==> src/rtl/core/gpfi_pkg.sv <==
package gpfi_pkg;

  localparam int CFG_W     = 11;
  localparam int CFG_IDX_W = 2;

  localparam logic [CFG_IDX_W-1:0] REG_FRAME_LEN = 2'd0;
  localparam logic [CFG_IDX_W-1:0] REG_STEP_B    = 2'd1;
  localparam logic [CFG_IDX_W-1:0] REG_MODE      = 2'd2;

  localparam logic [CFG_W-1:0] FRAME_LEN_RST = 11'd1024;
  localparam logic [CFG_W-1:0] STEP_B_RST    = 11'd641;
  localparam logic             MODE_RST      = 1'b0;

  // Per-cycle command from the sequencer to the frame memory and output stage.
  typedef struct packed {
    logic rd_en;
    logic rd_last;
    logic wr_en;
  } mem_cmd_t;

endpackage

==> src/rtl/core/gpfi_out_skid.sv <==
module gpfi_out_skid
  import gpfi_pkg::*;
#(
  parameter int DATA_WIDTH = 32
) (
  input  logic                  clk,
  input  logic                  rst_n,
  input  mem_cmd_t              cmd,
  input  logic [DATA_WIDTH-1:0] rd_data,
  output logic                  s1_free,
  output logic                  out_valid,
  input  logic                  out_ready,
  output logic [DATA_WIDTH-1:0] out_data,
  output logic                  out_last
);

  logic                  s1_vld_r;
  logic                  s1_last_r;
  logic                  s2_vld_r;
  logic [DATA_WIDTH-1:0] s2_data_r;
  logic                  s2_last_r;
  logic                  s1_adv;

  // Stage one is the memory read register; stage two is the output register.
  assign s1_adv  = s1_vld_r && (!s2_vld_r || out_ready);
  assign s1_free = !s1_vld_r || s1_adv;

  always_ff @(posedge clk) begin
    if (!rst_n) begin
      s1_vld_r <= 1'b0;
      s2_vld_r <= 1'b0;
    end else begin
      if (cmd.rd_en) begin
        s1_vld_r <= 1'b1;
      end else if (s1_adv) begin
        s1_vld_r <= 1'b0;
      end
      if (s1_adv) begin
        s2_vld_r <= 1'b1;
      end else if (out_ready) begin
        s2_vld_r <= 1'b0;
      end
    end
  end

  always_ff @(posedge clk) begin
    if (cmd.rd_en) begin
      s1_last_r <= cmd.rd_last;
    end
    if (s1_adv) begin
      s2_data_r <= rd_data;
      s2_last_r <= s1_last_r;
    end
  end

  assign out_valid = s2_vld_r;
  assign out_data  = s2_data_r;
  assign out_last  = s2_last_r;

endmodule

==> config.mk <==
export PLATFORM = sky130hd
export DESIGN_NAME = gpfi_out_skid
export DESIGN_NICKNAME = d
export VERILOG_FILES = /design/src/rtl/core/gpfi_pkg.sv /design/src/rtl/core/gpfi_out_skid.sv
export SDC_FILE = /design/constraint.sdc
export NUM_CORES = 1
export LEC_CHECK = 0
export BUFFER_PORTS_ARGS = -buffer_cell sky130_fd_sc_hd__buf_2
export CORE_MARGIN = 2
export CORE_UTILIZATION = 39
export DETAILED_ROUTE_END_ITERATION = 8
export PLACE_DENSITY = 0.78
export SLEW_MARGIN = 20
export SYNTH_ARGS = -nofsm -noshare
export SYNTH_HDL_FRONTEND = slang
export SYNTH_SLANG_ARGS = --single-unit
==> constraint.sdc <==
create_clock -name clk -period 2.8 [get_ports clk]
set_clock_uncertainty 0.1 [all_clocks]
set_input_delay 0.56 -clock clk [delete_from_list [all_inputs] [get_ports clk]]
set_output_delay 0.56 -clock clk [all_outputs]
set_load 0.05 [all_outputs]
# --- Word level (Yosys, flattened, before mapping) ---
# Cells that the tools add are included.
totals:
  register_bits: 36
  out_inout_bits: 35
  elab_cells: 16
classes:
  n_mux: 4
  n_reduce_logical: 7
op_table:
  columns: ["cell", "count"]
  rows:
  - ["$mux 1", 4]
  - ["$reduce_bool 2->1", 2]
  - ["$logic_not 1->1", 2]
  - ["$logic_or 1x1->1", 2]
  - ["$logic_and 1x1->1", 1]

# --- Depth between registers and ports, before layout ---
depth:
  depth_word: 5
  depth_mapped: 2
  ltp_nobuf: 2

# --- Worst setup path after synthesis ---
# Ideal clock, no wire load.
synth_timing:
  path_type: "flip-flop to flip-flop"
  start: "register s2_vld_r, in the netlist out_valid"
  end: "register s2_data_r[0], in the netlist out_data[0], enable pin"
  setup_time_ns: 0.427
  t_arrival_ns: 2.205
  t_required_ns: 2.273
  setup_slack_ns: 0.068
  stages_incl_launch_ff: 3
  path_buffers: 0
  path_cell_list: "dfxtp_1 -> nor2b_2 -> nor2b_1"
synth_between:
  elab_chain_cells: 3
synth_lines:
  columns: ["element", "line", "rtl"]
  rows:
  - ["from (decl)", "gpfi_out_skid.sv:19", "logic s2_vld_r;"]
  - ["from (signal assigned)", "gpfi_out_skid.sv:31", "s2_vld_r <= 1'b0;"]
  - ["from (signal assigned)", "gpfi_out_skid.sv:39", "s2_vld_r <= 1'b1;"]
  - ["from (signal assigned)", "gpfi_out_skid.sv:41", "s2_vld_r <= 1'b0;"]
  - ["$logic_not 1->1", "gpfi_out_skid.sv:25", "assign s1_adv = s1_vld_r && (!s2_vld_r || out_ready);"]
  - ["$logic_or 1x1->1", "gpfi_out_skid.sv:25", null]
  - ["$logic_and 1x1->1", "gpfi_out_skid.sv:25", null]
  - ["net s1_adv", "gpfi_out_skid.sv:22", "logic s1_adv;"]
  - ["to (signal assigned)", "gpfi_out_skid.sv:51", "s2_data_r <= rd_data;"]
  - ["to (decl)", "gpfi_out_skid.sv:20", "logic [DATA_WIDTH-1:0] s2_data_r;"]
# The timed path passes the listed nets, and every way through them passes these cells.
# A chain may end at the register's enable or synchronous reset.

# --- Final worst setup path ---
layout_timing:
  start: "register s2_vld_r, in the netlist out_valid"
  end: "output s1_free"
layout_between:
  elab_chain_cells: 4
layout_lines:
  columns: ["element", "line", "rtl"]
  rows:
  - ["$logic_not 1->1", "gpfi_out_skid.sv:25", null]
  - ["$logic_or 1x1->1", "gpfi_out_skid.sv:25", null]
  - ["$logic_and 1x1->1", "gpfi_out_skid.sv:25", null]
  - ["$logic_or 1x1->1", "gpfi_out_skid.sv:26", "assign s1_free = !s1_vld_r || s1_adv;"]
  - ["to (decl)", "gpfi_out_skid.sv:10", "output logic s1_free,"]
# Every way passes these cells.

==> impl_metrics.ini <==
[synthesis]
synth.top_cells.by_count = 34 x sky130_fd_sc_hd__edfxtp_1, 2 x sky130_fd_sc_hd__dfxtp_1
netlist-cell-type-count = 8
cell_with_the_most_instances_after_synthesis = sky130_fd_sc_hd__edfxtp_1
syn_nets = 80
async_reset_ff_share_pct = 0
synth_area_mm2 = 0.001102
seq_cells_post_synth = 36
synth_area_per_cell_um2 = 26.25
synth_area_leader = sky130_fd_sc_hd__edfxtp_1
post_synth_inst_count = 42
synthesis.yosys.warnings = 0
synth_top_cell_area_share_pct = 92.62
synth_edf_count = 34
ys_top_cells_by_area = sky130_fd_sc_hd__edfxtp_1 93%, sky130_fd_sc_hd__dfxtp_1 3.6%, sky130_fd_sc_hd__a22o_1 0.79%
synth-seq-area-share_pct = 96.25
yosys_most_used_dff = sky130_fd_sc_hd__edfxtp_1

[setup_path]
cp.required_ps = 2140
regToRegSetupSlack_ps = 1220
critical_path_arrival_ps = 1190
crit_fanout = 4
worst_r2r_src = out_valid
ff2ff_path_depth = 3
critPathCaptureType = output pin
worst_r2r_endpoint = out_data[6]
timing.setup.critical_path_class = reg2out
worstSetupStartpointType = flop

[detailed_routing]
via_count = 648
route.detailed.wl_per_inst_um = 11.37
dr.first_iter.drc_count = 28
drt_wl_total_um = 1740
ant_nets = 0
post_drt_via_cell_ratio = 4.235
drt_first_pass_iters = 2
post_detailed_route_drc_marker_count = 0

[die]
core_area_mm2 = 0.002710
start_util_pct = 40.67
design.die.area_mm2 = 0.003268
io_pins = 73
height_of_the_die_um = 57.17
placement_rows = 19
die_w_um = 57.17

[cts]
clk_root_buffer_cell = sky130_fd_sc_hd__clkbuf_4
cts_tree = yes
cts_htree_levels = 2
clk_pin_slew_worst_paths_ps = 110
clk_lat_worst_skew_ps = 330
hold_buf_count_cts = 0
post_cts_repair_setup_buffers = 0
cts_max_path_buffers = 2
cts_buffers = 5
cts_resized = 0
clock_sink_count = 36

[cells_and_area]
fillers = 229
flow.area_growth_from_synthesis_pct = 42.22
post_route_cells_drive_above_1_share_pct = 66.39
finalNetCount = 159
antenna-diode-count = 0

[run]
cap_viol_max_count = 0

[sta]
fmax_mhz = 539.9
post_route_setup_tns_ps = 0
report.final.setup_viol = 0
worst_slew_margin_rel_pct = 75.33
hold_viol = 0
tightest_slew_ps = 369.2
rsz_0062_raised_after_global_routing = no
period_share_pct = 66.15
slew_violations = 0
finalWorstPathRequiredPeriod_ps = 1852

[hold_path]
worst_hold_path.endpoint = s1_last_r
hold_path_depth = 1
hold_path.class = in2reg
worst_hold_startpoint = cmd[1]

[grt]
grt_pass1_vias = 612
grt_start_max_net_pins = 21
number_of_antenna_violations_at_the_first_check_in_global_routing = 0
grt_usage_pct = 11.80
gr-total-overflow = 0
grt_pass1_wl_um = 2725

[place]
port_buffers = 71
finalWeightedCongestion = 0.6412

[power]
static-leakage-power_nw = 0.6616
tot_pwr_w = 0.001020
power_density_of_the_placed_cells_mw_per_mm2 = 650.7
worst_ir_drop_vdd_v = 0.0004719

[run_status]
outcome = completed
[through the flow]
step / hold slack [ps] / area, µm² / setup WS (ps) / utilization (%) / cells
after floorplan: 300.3 / 1102 / 67.57 / - / 42
after global placement: 303.8 / 1511 / 1001 / 55.77 / 145
after detailed placement: 305.4 / 1511 / 971.6 / 55.77 / 145
after CTS: 273.6 / 1568 / 923.3 / 57.85 / 153
after global routing: 258.0 / 1568 / 876.3 / 57.85 / 153
final: 292.5 / 1568 / 947.7 / 57.85 / 153
[how the worst max path moves through the flow]
stage | from | end | slack, ps
6_report | out_valid | s1_free | 950
5_1_grt | out_valid | s1_free | 880
4_1_cts | out_valid | s1_free | 920
3_5_place_dp | out_ready | out_data[5] | 970
3_3_place_gp | out_ready | s1_free | 1000
2_1_floorplan | out_valid | out_data[0] | 70
[placed cells by master, fill, tap and decap left out]
| cell | netlist | final |
|---|---|---|
| sky130_fd_sc_hd__nor2b_4 | 0 | 1 |
| sky130_fd_sc_hd__dfxtp_1 | 2 | 2 |
| sky130_fd_sc_hd__edfxtp_1 | 34 | 34 |
| sky130_fd_sc_hd__a22o_1 | 1 | 1 |
| sky130_fd_sc_hd__o21a_1 | 1 | 1 |
| sky130_fd_sc_hd__and2_1 | 1 | 1 |
| sky130_fd_sc_hd__nand2_1 | 1 | 1 |
| sky130_fd_sc_hd__buf_2 | 0 | 71 |
| sky130_fd_sc_hd__clkbuf_4 | 0 | 5 |
| sky130_fd_sc_hd__nor2b_2 | 1 | 1 |
| sky130_fd_sc_hd__clkinvlp_4 | 0 | 2 |
| sky130_fd_sc_hd__clkinv_1 | 0 | 1 |
| sky130_fd_sc_hd__buf_4 | 0 | 1 |
[power by group]
| group | internal (W) | switching (W) | leakage, nW |
|---|---|---|---|
| sequential | 0.000619 | 0.00000566 | 0.335 |
| combinational | 0.0000360 | 0.000104 | 0.301 |
| clock | 0.0000945 | 0.000162 | 0.0249 |
[worst max-delay path: stages (launching register included)]
cell	delay, ps
sky130_fd_sc_hd__dfxtp_1	330
sky130_fd_sc_hd__nor2b_2	240
sky130_fd_sc_hd__nand2_1	80
sky130_fd_sc_hd__buf_2	210
[registers in the layout, indices dropped and copies added (netlist names)]
name and flops:
s1_vld_r 1, s1_last_r 1, out_data 32, out_last 1, out_valid 1
[logic make-up (layout without fill, tap and decap cells)]
group,after synthesis,in the layout,share of synthesized area (%)
AOI/OAI and AO/OA,2,2,1.476
buffers and inverters,0,80,0
and+or+nand+nor,4,4,2.271
DFF,36,36,96.25
[layer usage]
layer  GRT usage, %  vias up  routed length (µm)
met5              0        -                   0
met4          4.983        0                  10
met3          9.524        3                 295
met2          15.93       51                 754
met1          13.78      271                 679
li1               -      323                   -
[area by class of cell]
type / instances / area, µm² / share of cell area (%)
clock buffers: 5 / 37.54 / 2.394
clock inverters: 3 / 18.77 / 1.197
multi-input cells: 6 / 48.80 / 3.113
flip-flops and latches: 36 / 1061 / 67.68
well taps: 31 / 38.79 / 2.474
repair buffers: 72 / 362.8 / 23.14
Power figures use the tool's default switching activity.
