$ cat src/rtl/core/gpfi_pkg.sv
package gpfi_pkg;

  localparam int CFG_W     = 11;
  localparam int CFG_IDX_W = 2;

  localparam logic [CFG_IDX_W-1:0] REG_FRAME_LEN = 2'd0;
  localparam logic [CFG_IDX_W-1:0] REG_STEP_B    = 2'd1;
  localparam logic [CFG_IDX_W-1:0] REG_MODE      = 2'd2;

  localparam logic [CFG_W-1:0] FRAME_LEN_RST = 11'd1024;
  localparam logic [CFG_W-1:0] STEP_B_RST    = 11'd641;
  localparam logic             MODE_RST      = 1'b0;

  // Per-cycle command from the sequencer to the frame memory and output stage.
  typedef struct packed {
    logic rd_en;
    logic rd_last;
    logic wr_en;
  } mem_cmd_t;

endpackage

$ cat src/rtl/core/gpfi_seq.sv
module gpfi_seq
  import gpfi_pkg::*;
#(
  parameter int MAX_FRAME = 1024,
  localparam int LEN_W = $clog2(MAX_FRAME + 1),
  localparam int CNT_W = $clog2(MAX_FRAME),
  localparam int IDX_W = $clog2(2 * MAX_FRAME)
) (
  input  logic             clk,
  input  logic             rst_n,
  input  logic             restart,
  input  logic             accept,
  input  logic             drain,
  input  logic             mode,
  input  logic [LEN_W-1:0] eff_n,
  input  logic [CNT_W-1:0] step,
  output logic             rd_full,
  output mem_cmd_t         cmd,
  output logic [IDX_W-1:0] rd_idx,
  output logic [IDX_W-1:0] wr_idx
);

  logic [CNT_W-1:0] wc_r, wc_nxt;
  logic [CNT_W-1:0] wpa_r, wpa_nxt;
  logic [CNT_W-1:0] rc_r, rc_nxt;
  logic [CNT_W-1:0] rpa_r, rpa_nxt;
  logic             wb_r, wb_nxt;
  logic             full_r, full_nxt;

  logic [CNT_W:0]   n_ext;
  logic             rd_last;
  logic             wr_last;
  logic [CNT_W:0]   rpa_sum, rpa_inc;
  logic [CNT_W:0]   wpa_sum, wpa_inc;
  logic [CNT_W-1:0] rd_addr;
  logic [CNT_W-1:0] wr_addr;

  always_comb begin
    n_ext   = (CNT_W+1)'(eff_n);
    rd_last = ({1'b0, rc_r} + (CNT_W+1)'(1)) >= n_ext;
    wr_last = ({1'b0, wc_r} + (CNT_W+1)'(1)) >= n_ext;
    // Running (b*i) mod N: the sum of two residues needs at most one subtract.
    rpa_sum = {1'b0, rpa_r} + {1'b0, step};
    rpa_inc = (rpa_sum >= n_ext) ? (rpa_sum - n_ext) : rpa_sum;
    wpa_sum = {1'b0, wpa_r} + {1'b0, step};
    wpa_inc = (wpa_sum >= n_ext) ? (wpa_sum - n_ext) : wpa_sum;

    wc_nxt   = wc_r;
    wpa_nxt  = wpa_r;
    rc_nxt   = rc_r;
    rpa_nxt  = rpa_r;
    wb_nxt   = wb_r;
    full_nxt = full_r;

    if (accept && full_r) begin
      if (rd_last) begin
        full_nxt = 1'b0;
        rc_nxt   = '0;
        rpa_nxt  = '0;
      end else begin
        rc_nxt  = rc_r + CNT_W'(1);
        rpa_nxt = rpa_inc[CNT_W-1:0];
      end
    end

    // A completed frame takes precedence over the read progress above.
    if (accept && !drain) begin
      if (wr_last) begin
        wc_nxt   = '0;
        wpa_nxt  = '0;
        wb_nxt   = ~wb_r;
        full_nxt = 1'b1;
        rc_nxt   = '0;
        rpa_nxt  = '0;
      end else begin
        wc_nxt  = wc_r + CNT_W'(1);
        wpa_nxt = wpa_inc[CNT_W-1:0];
      end
    end

    rd_addr = mode ? rpa_r : rc_r;
    wr_addr = mode ? wc_r : wpa_r;
    rd_idx  = wb_r ? IDX_W'(rd_addr) : (IDX_W'(MAX_FRAME) + IDX_W'(rd_addr));
    wr_idx  = wb_r ? (IDX_W'(MAX_FRAME) + IDX_W'(wr_addr)) : IDX_W'(wr_addr);

    cmd.rd_en   = accept && full_r;
    cmd.rd_last = rd_last;
    cmd.wr_en   = accept && !drain;
  end

  always_ff @(posedge clk) begin
    if (!rst_n || restart) begin
      wc_r   <= '0;
      wpa_r  <= '0;
      rc_r   <= '0;
      rpa_r  <= '0;
      wb_r   <= 1'b0;
      full_r <= 1'b0;
    end else begin
      wc_r   <= wc_nxt;
      wpa_r  <= wpa_nxt;
      rc_r   <= rc_nxt;
      rpa_r  <= rpa_nxt;
      wb_r   <= wb_nxt;
      full_r <= full_nxt;
    end
  end

  assign rd_full = full_r;

endmodule

$ cat config.mk
export PLATFORM = sky130hd
export DESIGN_NAME = gpfi_seq
export DESIGN_NICKNAME = d
export VERILOG_FILES = /design/src/rtl/core/gpfi_pkg.sv /design/src/rtl/core/gpfi_seq.sv
export SDC_FILE = /design/constraint.sdc
export NUM_CORES = 1
export LEC_CHECK = 0
export BUFFER_PORTS_ARGS = -buffer_cell sky130_fd_sc_hd__buf_2
export CELL_PAD_IN_SITES_DETAIL_PLACEMENT = 2
export CELL_PAD_IN_SITES_GLOBAL_PLACEMENT = 2
export CORE_MARGIN = 4
export CORE_UTILIZATION = 39
export CTS_CLUSTER_DIAMETER = 150
export DETAILED_ROUTE_END_ITERATION = 8
export PLACE_DENSITY = 0.85
export REMOVE_ABC_BUFFERS = 1
export SYNTH_ARGS = -nofsm -noshare
export SYNTH_HDL_FRONTEND = slang
export SYNTH_SLANG_ARGS = --single-unit
$ cat constraint.sdc
create_clock -name clk -period 5.2 [get_ports clk]
set_input_delay 0.26 -clock clk [delete_from_list [all_inputs] [get_ports clk]]
set_output_delay 0.26 -clock clk [all_outputs]
set_load 0.03 [all_outputs]
; ---- Yosys cells after proc, flatten, opt, wreduce, memory -nomap -nowiden
; Index checks and enable logic that the tools add are counted.
[op_classes]
n_lt_le_gt_ge = 4
bitwise = 1
n_addsub = 10
n_reduce_logical = 6
n_mux = 20
[op_table]
columns = operator, n
row1 = $mux W10, 14
row2 = $ge A11 B11 Y1, 4
row3 = $add A10 B1 Y11 const B, 2
row4 = $add A10 B10 Y11, 2
row5 = $add A11 B10 Y11 const A, 2
row6 = $mux W11, 2
row7 = $add A10 B1 Y10 const B, 2
row8 = $sub A10 B10 Y10, 2
row9 = $mux W1, 4
row10 = $logic_and A1 B1 Y1, 2
row11 = $logic_not A1 Y1, 2
row12 = $reduce_and A2 Y1, 1
row13 = $logic_or A1 B1 Y1, 1
row14 = $not A1 Y1, 1
[totals]
in_bits = 27
out_inout_bits = 26
elab_cells = 47
regBits = 42

; ---- Depth between registers and ports, before layout
[logic_depth]
depth_word = 7
ltp_mapped = 17
ltp_nobuf = 16

; ---- Least setup slack after synthesis
; Ideal clock, no wire load.
[synth_timing]
path_kind = reg-to-reg
start = register wpa_r[0]
end = register wpa_r[0]
setup_time_ns = 0.117
n_path_buf = 1
t_required_ns = 5.083
setup_slack_ns = 1.846
period_less_slack_ns = 3.354
arrival_time_ns = 3.237
stages_incl_launch_ff = 18
cell_sequence = dfxtp_1 > ha_1 > inv_1 > fa_1 > nor2b_1 > o31a_1 > o21ai_0 > nor2b_1 > xnor2_1 > ha_1 > a21oi_1 > nor2b_1 > o21ai_0 > a221oi_2 > a32o_1 > buf_4 > mux2i_1 > a22o_1
[synth_between]
elab_chain_len = 4
elab_cells_between_ends = 5
classes_between = 2 x add/sub / 1 x order compare / 2 x mux
[synth_rtl]
columns = item, line_no
row1 = "start, declared", gpfi_seq.sv:24  ; logic [CNT_W-1:0] wpa_r, wpa_nxt;
row2 = "start signal, assigned", gpfi_seq.sv:101  ; wpa_r <= wpa_nxt;
row3 = $add A10 B10 Y11 *, gpfi_seq.sv:45  ; wpa_sum = {1'b0, wpa_r} + {1'b0, step};
row4 = $sub A10 B10 Y10 / $ge A11 B11 Y1 (equally long branches), gpfi_seq.sv:46  ; wpa_inc = (wpa_sum >= n_ext) ? (wpa_sum - n_ext) : wpa_sum;
row5 = $mux W10 *, gpfi_seq.sv:46
row6 = $mux W10 *, gpfi_seq.sv:68  ; if (wr_last) begin
; Mark *: on every way between the ends. The rest lies on a longest branch, timed or not.
; A chain may end at the register's enable or synchronous reset.

; ---- Final worst setup path
[layout_timing]
start = register wpa_r[0]
end = register wpa_r[3]
; Same word-level chain as after synthesis.

==> tab_implementation.tex <==
\begin{tabular}{lr}
\hline
Metric & Value \\
\hline
\multicolumn{2}{l}{\textbf{CTS}} \\
Clk slew on worst S/H paths & 0.06 ns \\
Quantity of gates resized following cts & 0 \\
Root buffer selected by CTS & sky130\_fd\_sc\_hd\_\_clkbuf\_16 \\
Clk sink count & 42 \\
Clk Latency, worst-skew pair & 0.30 ns \\
Maximum level of the CTS H-tree & 2 \\
CTS Buf Count & 5 \\
Count of hold-fix buffers inserted at cts & 0 \\
Number of buffers on the longest clock path & 2 \\
Clock tree from TritonCTS & yes \\
Postcts setup bufs & 0 \\
\multicolumn{2}{l}{\textbf{Drt}} \\
Iteration-0 DRC count of the detailed router & 202 \\
Number of design rule violations left after detail routing & 0 \\
Wire length per cell & 22.38 um \\
Number of routed nets with antenna violations & 0 \\
Vias per Instance & 6.049 \\
Via count of the routed design & 4,452 \\
Total iterations of the first detailed-routing run & 4 \\
Overall routed net length & 16,470 um \\
\multicolumn{2}{l}{\textbf{Power and ir drop}} \\
Combinational share of power & 0.316 \\
Clock group share of total power & 0.340 \\
Internal Power & 630.5 uW \\
Largest vdd supply drop & 138.7 uV \\
Net switching power & 325.3 uW \\
Part of the power in registers & 0.345 \\
Pwr/cell area & 190.8 nW/um\^{}2 \\
Static power due to leakage & 2.409 nW \\
Switching portion of total power & 0.3404 \\
\multicolumn{2}{l}{\textbf{Synth}} \\
Most instantiated flip-flop cell in the synthesis netlist & sky130\_fd\_sc\_hd\_\_dfxtp\_1 \\
Netlist Area Pre-Place & 4503 um\^{}2 \\
Share of synthesized area occupied by flip-flops and latches & 0.1867 \\
Most area-hungry cell type in the Yosys netlist & sky130\_fd\_sc\_hd\_\_dfxtp\_1 \\
Synthesized flop and latch total & 42 \\
Synth top area share & 0.1867 \\
Most frequent cell after synthesis & sky130\_fd\_sc\_hd\_\_ha\_1 \\
Number of synthesized flops with an enable pin & 0 \\
Most common library cells after synthesis & sky130\_fd\_sc\_hd\_\_ha\_1 (66), sky130\_fd\_sc\_hd\_\_nand2\_1 (45), sky130\_fd\_sc\_hd\_\_dfxtp\_1 (42), sky130\_fd\_sc\_hd\_\_o21ai\_0 (42), sky130\_fd\_sc\_hd\_\_a21oi\_1 (40) \\
Mean instance size in the synthesized netlist & 8.158 um\^{}2 \\
Gate count of the mapped netlist & 552 \\
Largest cells by area after synthesis & sky130\_fd\_sc\_hd\_\_dfxtp\_1 (19\%), sky130\_fd\_sc\_hd\_\_ha\_1 (18\%), sky130\_fd\_sc\_hd\_\_mux2\_2 (5.5\%), sky130\_fd\_sc\_hd\_\_o21ai\_0 (4.7\%), sky130\_fd\_sc\_hd\_\_a21oi\_1 (4.4\%) \\
Number of distinct standard cells referenced by the synthesized netlist & 60 \\
Async set or reset register ratio after synthesis & 0 \\
Yosys Warn Count & 0 \\
\multicolumn{2}{l}{\textbf{Worst setup path}} \\
Sort of element at the start of the critical path & flip-flop \\
Arrival time worst endpoint & 4.54 ns \\
Crit-path max cell delay & 0.69 ns \\
Source of the critical timing path & wpa\_r[0] \\
R2R Path End & wpa\_r[3] \\
Critical path capture point type & flip-flop \\
Kind of critical path & flip-flop to flip-flop \\
Count of buffer and inverter cells on the critical path & 1 \\
Required time at the worst-slack endpoint & 5.36 ns \\
Worst Reg2Reg Path Length in Cells & 16 \\
Setup slack, reg-to-reg & 0.81 ns \\
Crit path max-delay family & compound AO/OA/AOI/OAI gates \\
Ordered cell list for the critical path & ha\_1 -> inv\_1 -> fa\_1 -> nor2b\_1 -> o31a\_1 -> o21ai\_0 -> nor2b\_1 -> xnor2\_1 -> ha\_1 -> a21oi\_1 -> nor2b\_1 -> o21ai\_0 -> a221oi\_2 -> a32o\_1 -> mux2i\_1 -> o21ai\_0 \\
Max Fanout on Critical Path & 12 \\
Slowest cell on the critical path & sky130\_fd\_sc\_hd\_\_a32o\_1 \\
Origin of the critical flop-to-flop path & wpa\_r[0] \\
\multicolumn{2}{l}{\textbf{Timing}} \\
Max transition margin & 0.4044 \\
Clock Skew & 0.007196 ns \\
Share of the cycle needed by the critical path after routing & 0.8435 \\
Top achievable clock speed & 0.2280 GHz \\
Time the worst path needs with I/O delays and setup & 4.386 ns \\
Final Max Tran Viols & 0 \\
Final setup margin & 0.8136 ns \\
Sum of negative setup slack & 0 ns \\
Actual transition at the worst max-transition pin & 0.8901 ns \\
Setup repair after global routing missed its margin & no \\
Hold Fails Final Rpt & 0 \\
Final setup violation count & 0 \\
\multicolumn{2}{l}{\textbf{Place}} \\
Final HPWL DP & 12,850 um \\
Placer congestion estimate & 0.8351 \\
Placement-stage worst setup slack & 0.8728 ns \\
Count of buffers from port buffering & 52 \\
\multicolumn{2}{l}{\textbf{GRT}} \\
Total global routing overflow & 0 \\
Pin count of the biggest net entering global routing & 22 \\
Global-route wire length before repair & 26,420 um \\
Number of global-route vias before repair & 4,943 \\
Overall track demand over capacity in global routing & 0.2544 \\
Number of antenna violations at the first check in global routing & 0 \\
\multicolumn{2}{l}{\textbf{Worst hold path}} \\
Worst min-delay path category & input pin to flip-flop \\
WHS Endpoint & rd\_full \\
Worst Hold Depth & 4 \\
Startpoint of the tightest hold check path & accept \\
\multicolumn{2}{l}{\textbf{Final layout}} \\
Final nets & 694 \\
Relative area change from synthesis to final layout & 11.25\% \\
Fraction of final layout cells sized beyond drive strength 1 & 0.1544 \\
Count of inserted antenna diode cells & 0 \\
Filler cell count & 1,267 \\
\multicolumn{2}{l}{\textbf{Floorplan}} \\
Standard-cell row count & 38 \\
Top Ports & 53 \\
Total Die Area & 13,330 um\^{}2 \\
Horizontal die dimension & 115.5 um \\
Height of the die & 115.5 um \\
Placeable core area & 11,080 um\^{}2 \\
Initial Utilization & 0.4065 \\
\multicolumn{2}{l}{\textbf{Job}} \\
Number of violations of the max-capacitance limit & 0 \\
\multicolumn{2}{l}{\textbf{Status}} \\
Outcome & finished, final reports clean \\
\hline
\end{tabular}
metrics by stage:
stage	instance area [um^2]	hold slack, ns	std cells	util	power (mW)
floorplan	4428	0.4453	537	-	0.5404
global placement	4871	0.4733	730	0.4397	0.6079
detailed placement	4871	0.5011	730	0.4397	0.6280
CTS	5010	0.3141	736	0.4522	0.9585
global route	5010	0.3618	736	0.4522	1.001
finish	5010	0.3149	736	0.4522	0.9558
worst min-delay path, cell delays in order:
cell,delay (ns)
sky130_fd_sc_hd__buf_2,0.10
sky130_fd_sc_hd__nand2_1,0.06
sky130_fd_sc_hd__nand2_1,0.08
sky130_fd_sc_hd__a21oi_1,0.06
state kept, by name, summed over array words and instances (netlist names):
| name | cells |
|---|---|
| rd_full | 1 |
| rpa_r | 10 |
| rc_r | 10 |
| wc_r | 10 |
| wpa_r | 10 |
| wb_r | 1 |
per-layer routing:
| layer | wire (um) | GRT usage | vias to the layer above |
|---|---|---|---|
| met5 | 0 | 0 | - |
| met4 | 483 | 0.08451 | 0 |
| met3 | 424 | 0.03029 | 37 |
| met2 | 8575 | 0.4734 | 81 |
| met1 | 6987 | 0.3014 | 2235 |
| li1 | - | - | 2099 |
logic make-up after synthesis:
logic type | after synthesis | synth area share
xor+xnor | 37 | 0.07196
mux | 33 | 0.07947
simple gates | 179 | 0.2051
flops | 42 | 0.1867
fa+ha+maj | 70 | 0.2012
compound gates | 146 | 0.2139
buf+inv | 45 | 0.04168
cell type report:
class	instances	area [um^2]	share of cell area
flip-flops and latches	42	840.8	0.1678
multi-input cells	465	3475	0.6936
well taps	140	175.2	0.03497
repair buffers	53	267.8	0.05345
inverters	30	112.6	0.02248
clock buffers	6	138.9	0.02772
worst max-delay path by stage:
stage / endpoint / slack [ns] / cells past startpoint
2_1_floorplan: rpa_r[6] / 1.57 / 11
3_3_place_gp: wpa_r[0] / 1.16 / 17
3_5_place_dp: wpa_r[0] / 0.87 / 17
4_1_cts: wpa_r[0] / 0.87 / 16
5_1_grt: wpa_r[3] / 0.57 / 16
6_report: wpa_r[3] / 0.81 / 16
cell usage in the layout, fill, tap and decap left out, drive strengths merged, types with 3 or more instances in the layout:
master,instances
ha,66
buf,53
nand2,45
o21ai,44
dfxtp,42
a21oi,40
nor2,39
inv,30
mux2,22
xnor2,21
xor2,16
nor2b,15
nand3b,14
and3,13
a21o,11
mux2i,11
nand3,10
nand2b,10
o21a,9
nor3,8
nand4,7
a22o,6
o211ai,6
clkbuf,6
or3,5
a32o,4
fa,4
o31a,3
nor4,3
or2,3
a221oi,3
or4,3
a31oi,3
power by group through the flow:
stage	logic (mW)	registers, mW	clock network (mW)
floorplan	0.206	0.334	0
global placement	0.272	0.336	0
detailed placement	0.292	0.336	0
CTS	0.298	0.329	0.331
global route	0.331	0.329	0.341
finish	0.302	0.329	0.325
Note: power is estimated with default switching activity, not from simulation.
