--- config.mk ---
export PLATFORM = sky130hd
export DESIGN_NAME = gpfi_step_mod
export DESIGN_NICKNAME = d
export VERILOG_FILES = /design/src/rtl/core/gpfi_pkg.sv /design/src/rtl/core/gpfi_step_mod.sv
export SDC_FILE = /design/constraint.sdc
export NUM_CORES = 1
export LEC_CHECK = 0
export BUFFER_PORTS_ARGS = -buffer_cell sky130_fd_sc_hd__buf_4
export CORE_ASPECT_RATIO = 1.4
export CORE_UTILIZATION = 37
export DETAILED_ROUTE_END_ITERATION = 10
export HOLD_SLACK_MARGIN = 0.06
export PLACE_DENSITY = 0.57
export SKIP_CTS_REPAIR_TIMING = 1
export SLEW_MARGIN = 20
export SYNTH_ARGS = -nofsm -noshare
export SYNTH_HDL_FRONTEND = slang
export SYNTH_SLANG_ARGS = --single-unit
export TNS_END_PERCENT = 20
--- constraint.sdc ---
create_clock -name clk -period 3 [get_ports clk]
set_clock_uncertainty 0.15 [all_clocks]
set_input_delay 0.6 -clock clk [delete_from_list [all_inputs] [get_ports clk]]
set_output_delay 0.6 -clock clk [all_outputs]
set_load 0.01 [all_outputs]
--- src/rtl/core/gpfi_pkg.sv ---
package gpfi_pkg;

  localparam int CFG_W     = 11;
  localparam int CFG_IDX_W = 2;

  localparam logic [CFG_IDX_W-1:0] REG_FRAME_LEN = 2'd0;
  localparam logic [CFG_IDX_W-1:0] REG_STEP_B    = 2'd1;
  localparam logic [CFG_IDX_W-1:0] REG_MODE      = 2'd2;

  localparam logic [CFG_W-1:0] FRAME_LEN_RST = 11'd1024;
  localparam logic [CFG_W-1:0] STEP_B_RST    = 11'd641;
  localparam logic             MODE_RST      = 1'b0;

  // Per-cycle command from the sequencer to the frame memory and output stage.
  typedef struct packed {
    logic rd_en;
    logic rd_last;
    logic wr_en;
  } mem_cmd_t;

endpackage

--- src/rtl/core/gpfi_step_mod.sv ---
module gpfi_step_mod
  import gpfi_pkg::*;
#(
  parameter int MAX_FRAME = 1024,
  localparam int LEN_W = $clog2(MAX_FRAME + 1),
  localparam int CNT_W = $clog2(MAX_FRAME)
) (
  input  logic             clk,
  input  logic             rst_n,
  input  logic             start,
  input  logic [CFG_W-1:0] step,
  input  logic [LEN_W-1:0] eff_n,
  output logic             busy,
  output logic [CNT_W-1:0] rem
);

  localparam int RST_N   = (MAX_FRAME < int'(FRAME_LEN_RST)) ? MAX_FRAME : int'(FRAME_LEN_RST);
  localparam int RST_REM = int'(STEP_B_RST) % RST_N;
  localparam int CBW     = $clog2(CFG_W + 1);

  logic             busy_r;
  logic [CBW-1:0]   cnt_r;
  logic [CFG_W-1:0] sh_r;
  logic [LEN_W-1:0] r_r;
  logic [LEN_W:0]   trial;
  logic [LEN_W:0]   n_ext;
  logic [LEN_W:0]   trial_red;

  // One step of restoring division: bring in the next dividend bit and
  // subtract N if the partial remainder reaches it.
  always_comb begin
    trial     = {r_r, sh_r[CFG_W-1]};
    n_ext     = {1'b0, eff_n};
    trial_red = (trial >= n_ext) ? (trial - n_ext) : trial;
  end

  always_ff @(posedge clk) begin
    if (!rst_n) begin
      busy_r <= 1'b0;
      cnt_r  <= '0;
      r_r    <= LEN_W'(RST_REM);
    end else if (start) begin
      busy_r <= 1'b1;
      cnt_r  <= CBW'(CFG_W);
      r_r    <= '0;
      sh_r   <= step;
    end else if (busy_r) begin
      r_r   <= trial_red[LEN_W-1:0];
      sh_r  <= {sh_r[CFG_W-2:0], 1'b0};
      cnt_r <= cnt_r - CBW'(1);
      if (cnt_r == CBW'(1)) begin
        busy_r <= 1'b0;
      end
    end
  end

  assign busy = busy_r;
  assign rem  = r_r[CNT_W-1:0];

endmodule

# After elaboration in Yosys (flattened, before gate mapping)
# Cells that the tools add are included.
# word_totals
wordCells,24
out_inout_bits,11
inputBits,25
register_bits,27
# classes
n_reduce_logical,3
mux,10
n_eq_ne,1
n_lt_le_gt_ge,1
n_bitwise,1
addsub,2
# ops
cell,n
$mux 11,3
$mux 10,2
$ge 12x11->1,1
$sub 11x11->11,1
$mux 4,2
$eq 4x1->1 const B,1
$sub 4x1->4 const B,1
$mux 1,3
$reduce_and 2->1,1
$reduce_bool 2->1,1
$reduce_or 2->1,1
$not 1->1,1

# Logic depth before layout (Yosys ltp)
# Gate-level depths: netlist (run 1).
# logic_depth
word_depth,4
depth_mapped,11
ltp_nobuf,10

# Worst setup path before layout (run 1)
# No wires, ideal clock.
# synth_path
path_kind,input -> register
startpoint,in eff_n[0]
endpoint,reg r_r[2]
n_path_buf,0
path_slack_ps,536
setup_ps,118
path_stages,9
arrival_ps,2196
required_ps,2732
cell_sequence,ha_1 > inv_1 > fa_1 > a21oi_1 > o21ai_0 > a22oi_2 > mux2_1 > mux2i_1 > nor2_1
# synth_between
elab_chain_len,2
word_cells_on_any_way,3
classes_between,1 x add/sub; 1 x order compare; 1 x mux
# synth_lines
element,line,text
from (decl),gpfi_step_mod.sv:12,"input logic [LEN_W-1:0] eff_n,"
$sub 11x11->11 / $ge 12x11->1 (equally long branches),gpfi_step_mod.sv:34,trial_red = (trial >= n_ext) ? (trial - n_ext) : trial;
$mux 11 *,gpfi_step_mod.sv:34,
to (signal assigned),gpfi_step_mod.sv:41,r_r <= LEN_W'(RST_REM);
to (signal assigned),gpfi_step_mod.sv:48,r_r <= trial_red[LEN_W-1:0];
to (decl),gpfi_step_mod.sv:24,logic [LEN_W-1:0] r_r;
# Every way passes the cells marked *; elsewhere a longest branch is shown, timed or not.
# A chain may end at the register's enable or synchronous reset.

# Worst setup path after layout (run 1)
# layout_path
startpoint,reg sh_r[10]
endpoint,reg r_r[4]
# layout_between
elab_chain_len,2
word_cells_on_any_way,3
classes_between,1 x add/sub; 1 x order compare; 1 x mux
# layout_lines
element,line,text
from (decl),gpfi_step_mod.sv:23,logic [CFG_W-1:0] sh_r;
from (signal assigned),gpfi_step_mod.sv:46,sh_r <= step;
from (signal assigned),gpfi_step_mod.sv:49,"sh_r <= {sh_r[CFG_W-2:0], 1'b0};"
$sub 11x11->11 / $ge 12x11->1 (equally long branches),gpfi_step_mod.sv:34,
$mux 11 *,gpfi_step_mod.sv:34,
# Marks and branches as above.

==> impl_metrics.env, run 1 <==
export IMPL_postRouteWirelength_mm=3.87
export IMPL_syn_to_final_growth_pct=16.8
export IMPL_cts_buffers=3
export IMPL_insertion_delay_ns=0.28
export IMPL_cts_sinks=27
export IMPL_r2r_slack_ns=0.55
export IMPL_synth_xor_area_share_pct=4.26
export IMPL_cpPeakStageDelay_ns=0.41
export IMPL_end_kind="flop"
export IMPL_drv_cap=0
export IMPL_viasPerCell=5.06
export IMPL_antenna_found_initial=0
export IMPL_seqCellArea_um2=651
export IMPL_setup_viol=0
export IMPL_crit_arrival_ns=2.47
export IMPL_synth_compound_area_share_pct=18.3
export IMPL_path_clk_slew_ns=0.10
export IMPL_fin_tns_setup_ns=0
export IMPL_io_buffer_count=35
export IMPL_pre_cts_ws_ns=0.286
export IMPL_gp_congestion=0.860
export IMPL_synth_area_per_cell_um2=9.35
export IMPL_synth_edf_count=11
export IMPL_clockBufferDepth=2
export IMPL_start_util_pct=38.2
export IMPL_regToRegStartpoint="sh_r[10]$_DFFE_PP_"
export IMPL_p_leak_uw=0.000935
export IMPL_synthAdderAreaFrac_pct=9.87
export IMPL_synth_top_area_share_pct=17.8
export IMPL_hold_viol=0
export IMPL_routedWlPerCell_um=13.5
export IMPL_drt_iter0_drc=67
export IMPL_final_util_pct=44.6
export IMPL_layout_nets=262
export IMPL_setup_slack_ns=0.550
export IMPL_routed_via_count=1446
export IMPL_ios=36
export IMPL_crit_slowest_cell="fa_1"
export IMPL_netlist_area_um2=1850
export IMPL_grt_max_degree=20
export IMPL_grt_overflow_total=0
export IMPL_dp_hpwl_mm=2.98
export IMPL_seq_area_frac_synth_pct=35.2
export IMPL_hold_depth=1
export IMPL_finalNonFillerCells=286
export IMPL_max_slew_margin_pct=60.1
export IMPL_dp_cells=282
export IMPL_die_x_um=61.8
export IMPL_cts_tree="built"
export IMPL_grtUsageTotal_pct=16.4
export IMPL_r2r_end="r_r[4]$_SDFFE_PP0P_"
export IMPL_drive_gt1_share_pct=26.6
export IMPL_criticalPathCategory="flop to flop"
export IMPL_p_per_area_nw_per_um2=415
export IMPL_synth_ff_type="dfxtp_1"
export IMPL_ant_nets=0
export IMPL_min_from="cnt_r[3]$_SDFFE_PN0N_"
export IMPL_run_status="completed"
export IMPL_max_freq_mhz=408
export IMPL_firstDrtPassIters=4
export IMPL_power_uw=898
export IMPL_syn_nets=237
export IMPL_final_max_slew_violation_count=0
export IMPL_synth_most_common_cell="inv_1"
export IMPL_synthTopCellsByCount="inv_1 (17), dfxtp_1 (16), ha_1 (13)"
export IMPL_ys_async_sr_fraction_pct=0
export IMPL_synth_seq_cells=27
export IMPL_drcViolationCount=0
export IMPL_synth_simple_area_share_pct=13.7
export IMPL_dieArea_um2=5290
export IMPL_ff2ff_path_depth=11
export IMPL_synthTopCellsByArea="edfxtp_1 (18%), dfxtp_1 (17%), ha_1 (8.8%), mux2_2 (6.1%), buf_4 (4.1%)"
export IMPL_row_count=30
export IMPL_crit_path_cell_trace="inv_1 -> ha_1 -> inv_1 -> fa_1 -> a21oi_1 -> o21ai_0 -> a22oi_2 -> buf_12 -> inv_2 -> mux2i_1 -> a21oi_1"
export IMPL_core_um2=4840
export IMPL_start_kind="flop"
export IMPL_required_ns=3.02
export IMPL_die_y_um=85.7
export IMPL_antenna_cells=0
export IMPL_synth_top_family_by_area="compound AO/OA/AOI/OAI gates"
export IMPL_syn_inst=198
export IMPL_crit_fanout=12
export IMPL_ys_warn_count=0
export IMPL_synth_top_cell_by_area="edfxtp_1"
export IMPL_multi_input_area_um2=1020
export IMPL_hold_end="busy$_SDFF_PN0_"
export IMPL_grt_pass1_vias=1485
export IMPL_fin_crit_ns=2.45
export IMPL_post_route_period_util_pct=81.7
export IMPL_tightestPinTransition_ns=0.597
export IMPL_ys_types=45
export IMPL_max_vdd_ir_drop_v=0.000261
export IMPL_h_tree_depth=1
export IMPL_synthMuxAreaShare_pct=8.86
export IMPL_rsz0062_at_grt="false"
export IMPL_n_fill_cell=486
export IMPL_root_buffer="clkbuf_8"
export IMPL_hold_path_class="flop to flop"
export IMPL_critPathLaunch="sh_r[10]$_DFFE_PP_"
export IMPL_grt_pass1_wl_mm=6.48
==> flip-flops by register name, indices dropped and copies added (netlist names) <==
name / count
busy: 1
sh_r: 11
r_r: 11
cnt_r: 4
==> report_power, final <==
group	total, uW	internal (uW)	switching, uW
clock network	219	95.2	124
registers	428	409	19.9
logic	250	125	125
total	898	629	269
==> kinds of logic (layout without fill, tap and decap cells) <==
family / after synthesis / in the layout
flops: 27 / 27
xor+xnor: 9 / 9
simple gates: 50 / 50
buf+inv: 36 / 60
fa+ha+maj: 14 / 14
compound gates: 47 / 47
mux: 15 / 15
==> worst max path at each step <==
| stage | end | slack, ns | depth (start not counted) |
|---|---|---|---|
| floorplan | r_r[2]$_SDFFE_PP0P_ | 0.54 | 9 |
| finish | r_r[4]$_SDFFE_PP0P_ | 0.55 | 11 |
| detailed placement | r_r[4]$_SDFFE_PP0P_ | 0.29 | 10 |
| CTS | r_r[4]$_SDFFE_PP0P_ | 0.54 | 11 |
| global route | r_r[4]$_SDFFE_PP0P_ | 0.40 | 11 |
| global placement | r_r[4]$_SDFFE_PP0P_ | 0.28 | 10 |
==> per-layer routing <==
metal,wire (um),global-route usage (%)
met4,63,5.25
met2,1980,29.0
met3,141,2.41
met5,0,0
met1,1690,19.4
==> placed cells by master (no fill, tap or decap), drive strengths merged, types with 4 or more instances in the layout <==
master and instances:
ha 13, xor2 5, inv 19, nor2b 4
buf 38, xnor2 4, nor2 11, o211ai 4
nor3 8, edfxtp 11, mux2 11, mux2i 4
o21ai 11, nand2 11, o21a 6, a21oi 11
dfxtp 16
==> per-stage QoR <==
stage / hold slack, ns / instance area, um2
2_1_floorplan: 0.333 / 1850
3_3_place_gp: 0.352 / 2110
3_5_place_dp: 0.356 / 2110
4_1_cts: 0.381 / 2160
5_1_grt: 0.400 / 2160
6_report: 0.372 / 2160
==> worst max-delay path: cells and delay by family, from the launching register on <==
| kind | cells | cell delay [ns] |
|---|---|---|
| AOI/OAI and AO/OA | 4 | 0.64 |
| adders and majority gates | 2 | 0.56 |
| muxes | 1 | 0.23 |
| buffers and inverters | 4 | 0.36 |
| DFF | 1 | 0.40 |
==> layout make-up <==
class	instances	share of cell area, %
Multi-Input combinational cell	135	47.1
Sequential cell	27	30.1
Timing Repair Buffer	38	13.8
Tap cell	64	3.71
Inverter	18	3.13
Clock buffer	3	1.91
Clock inverter	1	0.290
(Power assumes the default switching activity.)
==> run 2: changes to the inputs <==
==> constraint.sdc (replaced) <==
create_clock -name clk -period 2.4 [get_ports clk]
set_clock_uncertainty 0.15 [all_clocks]
set_input_delay 0.48 -clock clk [delete_from_list [all_inputs] [get_ports clk]]
set_output_delay 0.48 -clock clk [all_outputs]
set_load 0.01 [all_outputs]
==> run 2 against run 1 <==
Non-clock buffer count is 18 higher. Global-route usage is 0.43 points lower. Register-to-register slack worse by 0.52 ns. Wire length is 0.23% higher. Final area is 7.2% higher. Clock power is 19% higher. Critical endpoint is now r_r[8]$_SDFFE_PP0P_. Largest power group unchanged.
==> impl_metrics.env, run 2 (synthesis results as in run 1) <==
export IMPL_die_x_um=61.8
export IMPL_required_ns=2.41
export IMPL_regToRegStartpoint="sh_r[10]$_DFFE_PP_"
export IMPL_antenna_cells=0
export IMPL_criticalPathCategory="flop to flop"
export IMPL_io_buffer_count=35
export IMPL_ff2ff_path_depth=11
export IMPL_r2r_slack_ns=0.03
export IMPL_grt_max_degree=24
export IMPL_hold_end="r_r[0]$_SDFFE_PN1N_"
export IMPL_start_kind="flop"
export IMPL_routed_via_count=1515
export IMPL_cts_sinks=27
export IMPL_end_kind="flop"
export IMPL_ant_nets=0
export IMPL_dp_hpwl_mm=3.09
export IMPL_cpPeakStageDelay_ns=0.40
export IMPL_insertion_delay_ns=0.27
export IMPL_n_fill_cell=486
export IMPL_final_cell_mix="buf_4 (54), inv_1 (16), dfxtp_1 (16)"
export IMPL_path_clk_slew_ns=0.09
export IMPL_firstDrtPassIters=5
export IMPL_critPathLaunch="sh_r[10]$_DFFE_PP_"
export IMPL_p_leak_uw=0.00103
export IMPL_post_route_period_util_pct=98.7
export IMPL_cts_buffers=3
export IMPL_p_int_uw=815
export IMPL_drv_cap=0
export IMPL_tightestPinTransition_ns=0.991
export IMPL_ios=36
export IMPL_max_freq_mhz=422
export IMPL_gp_congestion=0.803
export IMPL_die_y_um=85.7
export IMPL_start_util_pct=38.2
export IMPL_p_per_area_nw_per_um2=496
export IMPL_row_count=30
export IMPL_final_util_pct=47.8
export IMPL_clkPwrFrac_pct=22.7
export IMPL_grt_overflow_total=0
export IMPL_reg_top3="r_r x11, sh_r x11, cnt_r x4"
export IMPL_layout_nets=280
export IMPL_run_status="completed"
export IMPL_p_sw_uw=333
export IMPL_crit_arrival_ns=2.38
export IMPL_grt_pass1_vias=1473
export IMPL_critPathBufInv=3
export IMPL_viasPerCell=4.98
export IMPL_final_max_slew_violation_count=0
export IMPL_clockBufferDepth=2
export IMPL_hold_viol=0
export IMPL_mostFrequentLayoutCell="buf_4"
export IMPL_swShare_pct=29.0
export IMPL_setup_viol=0
export IMPL_core_um2=4840
export IMPL_postRouteWirelength_mm=3.88
export IMPL_min_from="rst_n"
export IMPL_crit_path_cell_trace="inv_1 -> ha_2 -> inv_2 -> fa_2 -> buf_6 -> a21oi_4 -> o211ai_1 -> nor4_1 -> nor3_1 -> xnor2_1 -> o21ai_1"
export IMPL_cts_tree="built"
export IMPL_rsz0062_at_grt="true"
export IMPL_drcViolationCount=0
export IMPL_grt_pass1_wl_mm=6.37
export IMPL_drive_gt1_share_pct=34.6
export IMPL_hold_path_class="input port to flop"
export IMPL_antenna_found_initial=0
export IMPL_syn_to_final_growth_pct=25.2
export IMPL_max_vdd_ir_drop_v=0.000420
export IMPL_dieArea_um2=5290
export IMPL_max_slew_margin_pct=33.8
export IMPL_grtUsageTotal_pct=15.9
export IMPL_drt_iter0_drc=44
export IMPL_crit_fanout=3
export IMPL_routedWlPerCell_um=12.8
export IMPL_r2r_end="r_r[8]$_SDFFE_PP0P_"
export IMPL_fin_tns_setup_ns=0
export IMPL_h_tree_depth=1
export IMPL_comb_power_share_pct=31.0
export IMPL_fin_crit_ns=2.37
export IMPL_p_seq_share_pct=46.3
export IMPL_hold_depth=2
export IMPL_root_buffer="clkbuf_8"
export IMPL_crit_slowest_cell="edfxtp_1"
export IMPL_crit_family="adder cells"
==> run 2: cell types whose count changed in the layout (fill, tap and decap cells not counted), sizes merged <==
cell | previous run | this run
buf | 38 | 56
clkinv | 0 | 1
inv | 19 | 18
==> run 2: power by group through the flow <==
stage	clock network, uW	registers (uW)	logic [uW]
final	261	532	356
after global routing	283	536	397
after CTS	269	532	342
after detailed placement	0	543	340
after global placement	0	543	339
after floorplan	0	537	231
==> run 2: worst max path at each step <==
stage,end,slack [ns],cells after the start
floorplan,r_r[2]$_SDFFE_PP0P_,0.06,9
global placement,r_r[7]$_SDFFE_PN1N_,-0.19,9
detailed placement,r_r[7]$_SDFFE_PN1N_,-0.18,9
CTS,r_r[8]$_SDFFE_PP0P_,-0.09,11
global route,r_r[8]$_SDFFE_PP0P_,-0.13,11
finish,r_r[8]$_SDFFE_PP0P_,0.03,11
==> run 2: per-stage QoR <==
stage	setup WS (ns)	hold WS, ns	instances	area, um2	total power [uW]
2_1_floorplan	0.0561	0.333	198	1850	768
3_3_place_gp	-0.190	0.354	298	2220	882
3_5_place_dp	-0.183	0.359	298	2220	883
4_1_cts	-0.0873	0.319	302	2270	1140
5_1_grt	-0.127	0.313	304	2320	1220
6_report	0.0316	0.318	304	2320	1150
==> run 2: final cells by class <==
class | count | area (um2) | share of cell area, %
repair buffers | 56 | 428 | 18.5
well taps | 64 | 80.1 | 3.46
inverters | 18 | 67.6 | 2.92
flip-flops and latches | 27 | 651 | 28.1
clock inverters | 1 | 5.00 | 0.216
clock buffers | 3 | 41.3 | 1.78
multi-input cells | 135 | 1040 | 45.1
==> run 2: metal layers <==
metal / up-vias / GRT usage [%] / wire length (um)
li1: 782 / - / -
met1: 696 / 19.1 / 1730
met2: 33 / 28.3 / 1980
met3: 4 / 2.71 / 131
met4: 0 / 4.24 / 40
met5: - / 0 / 0
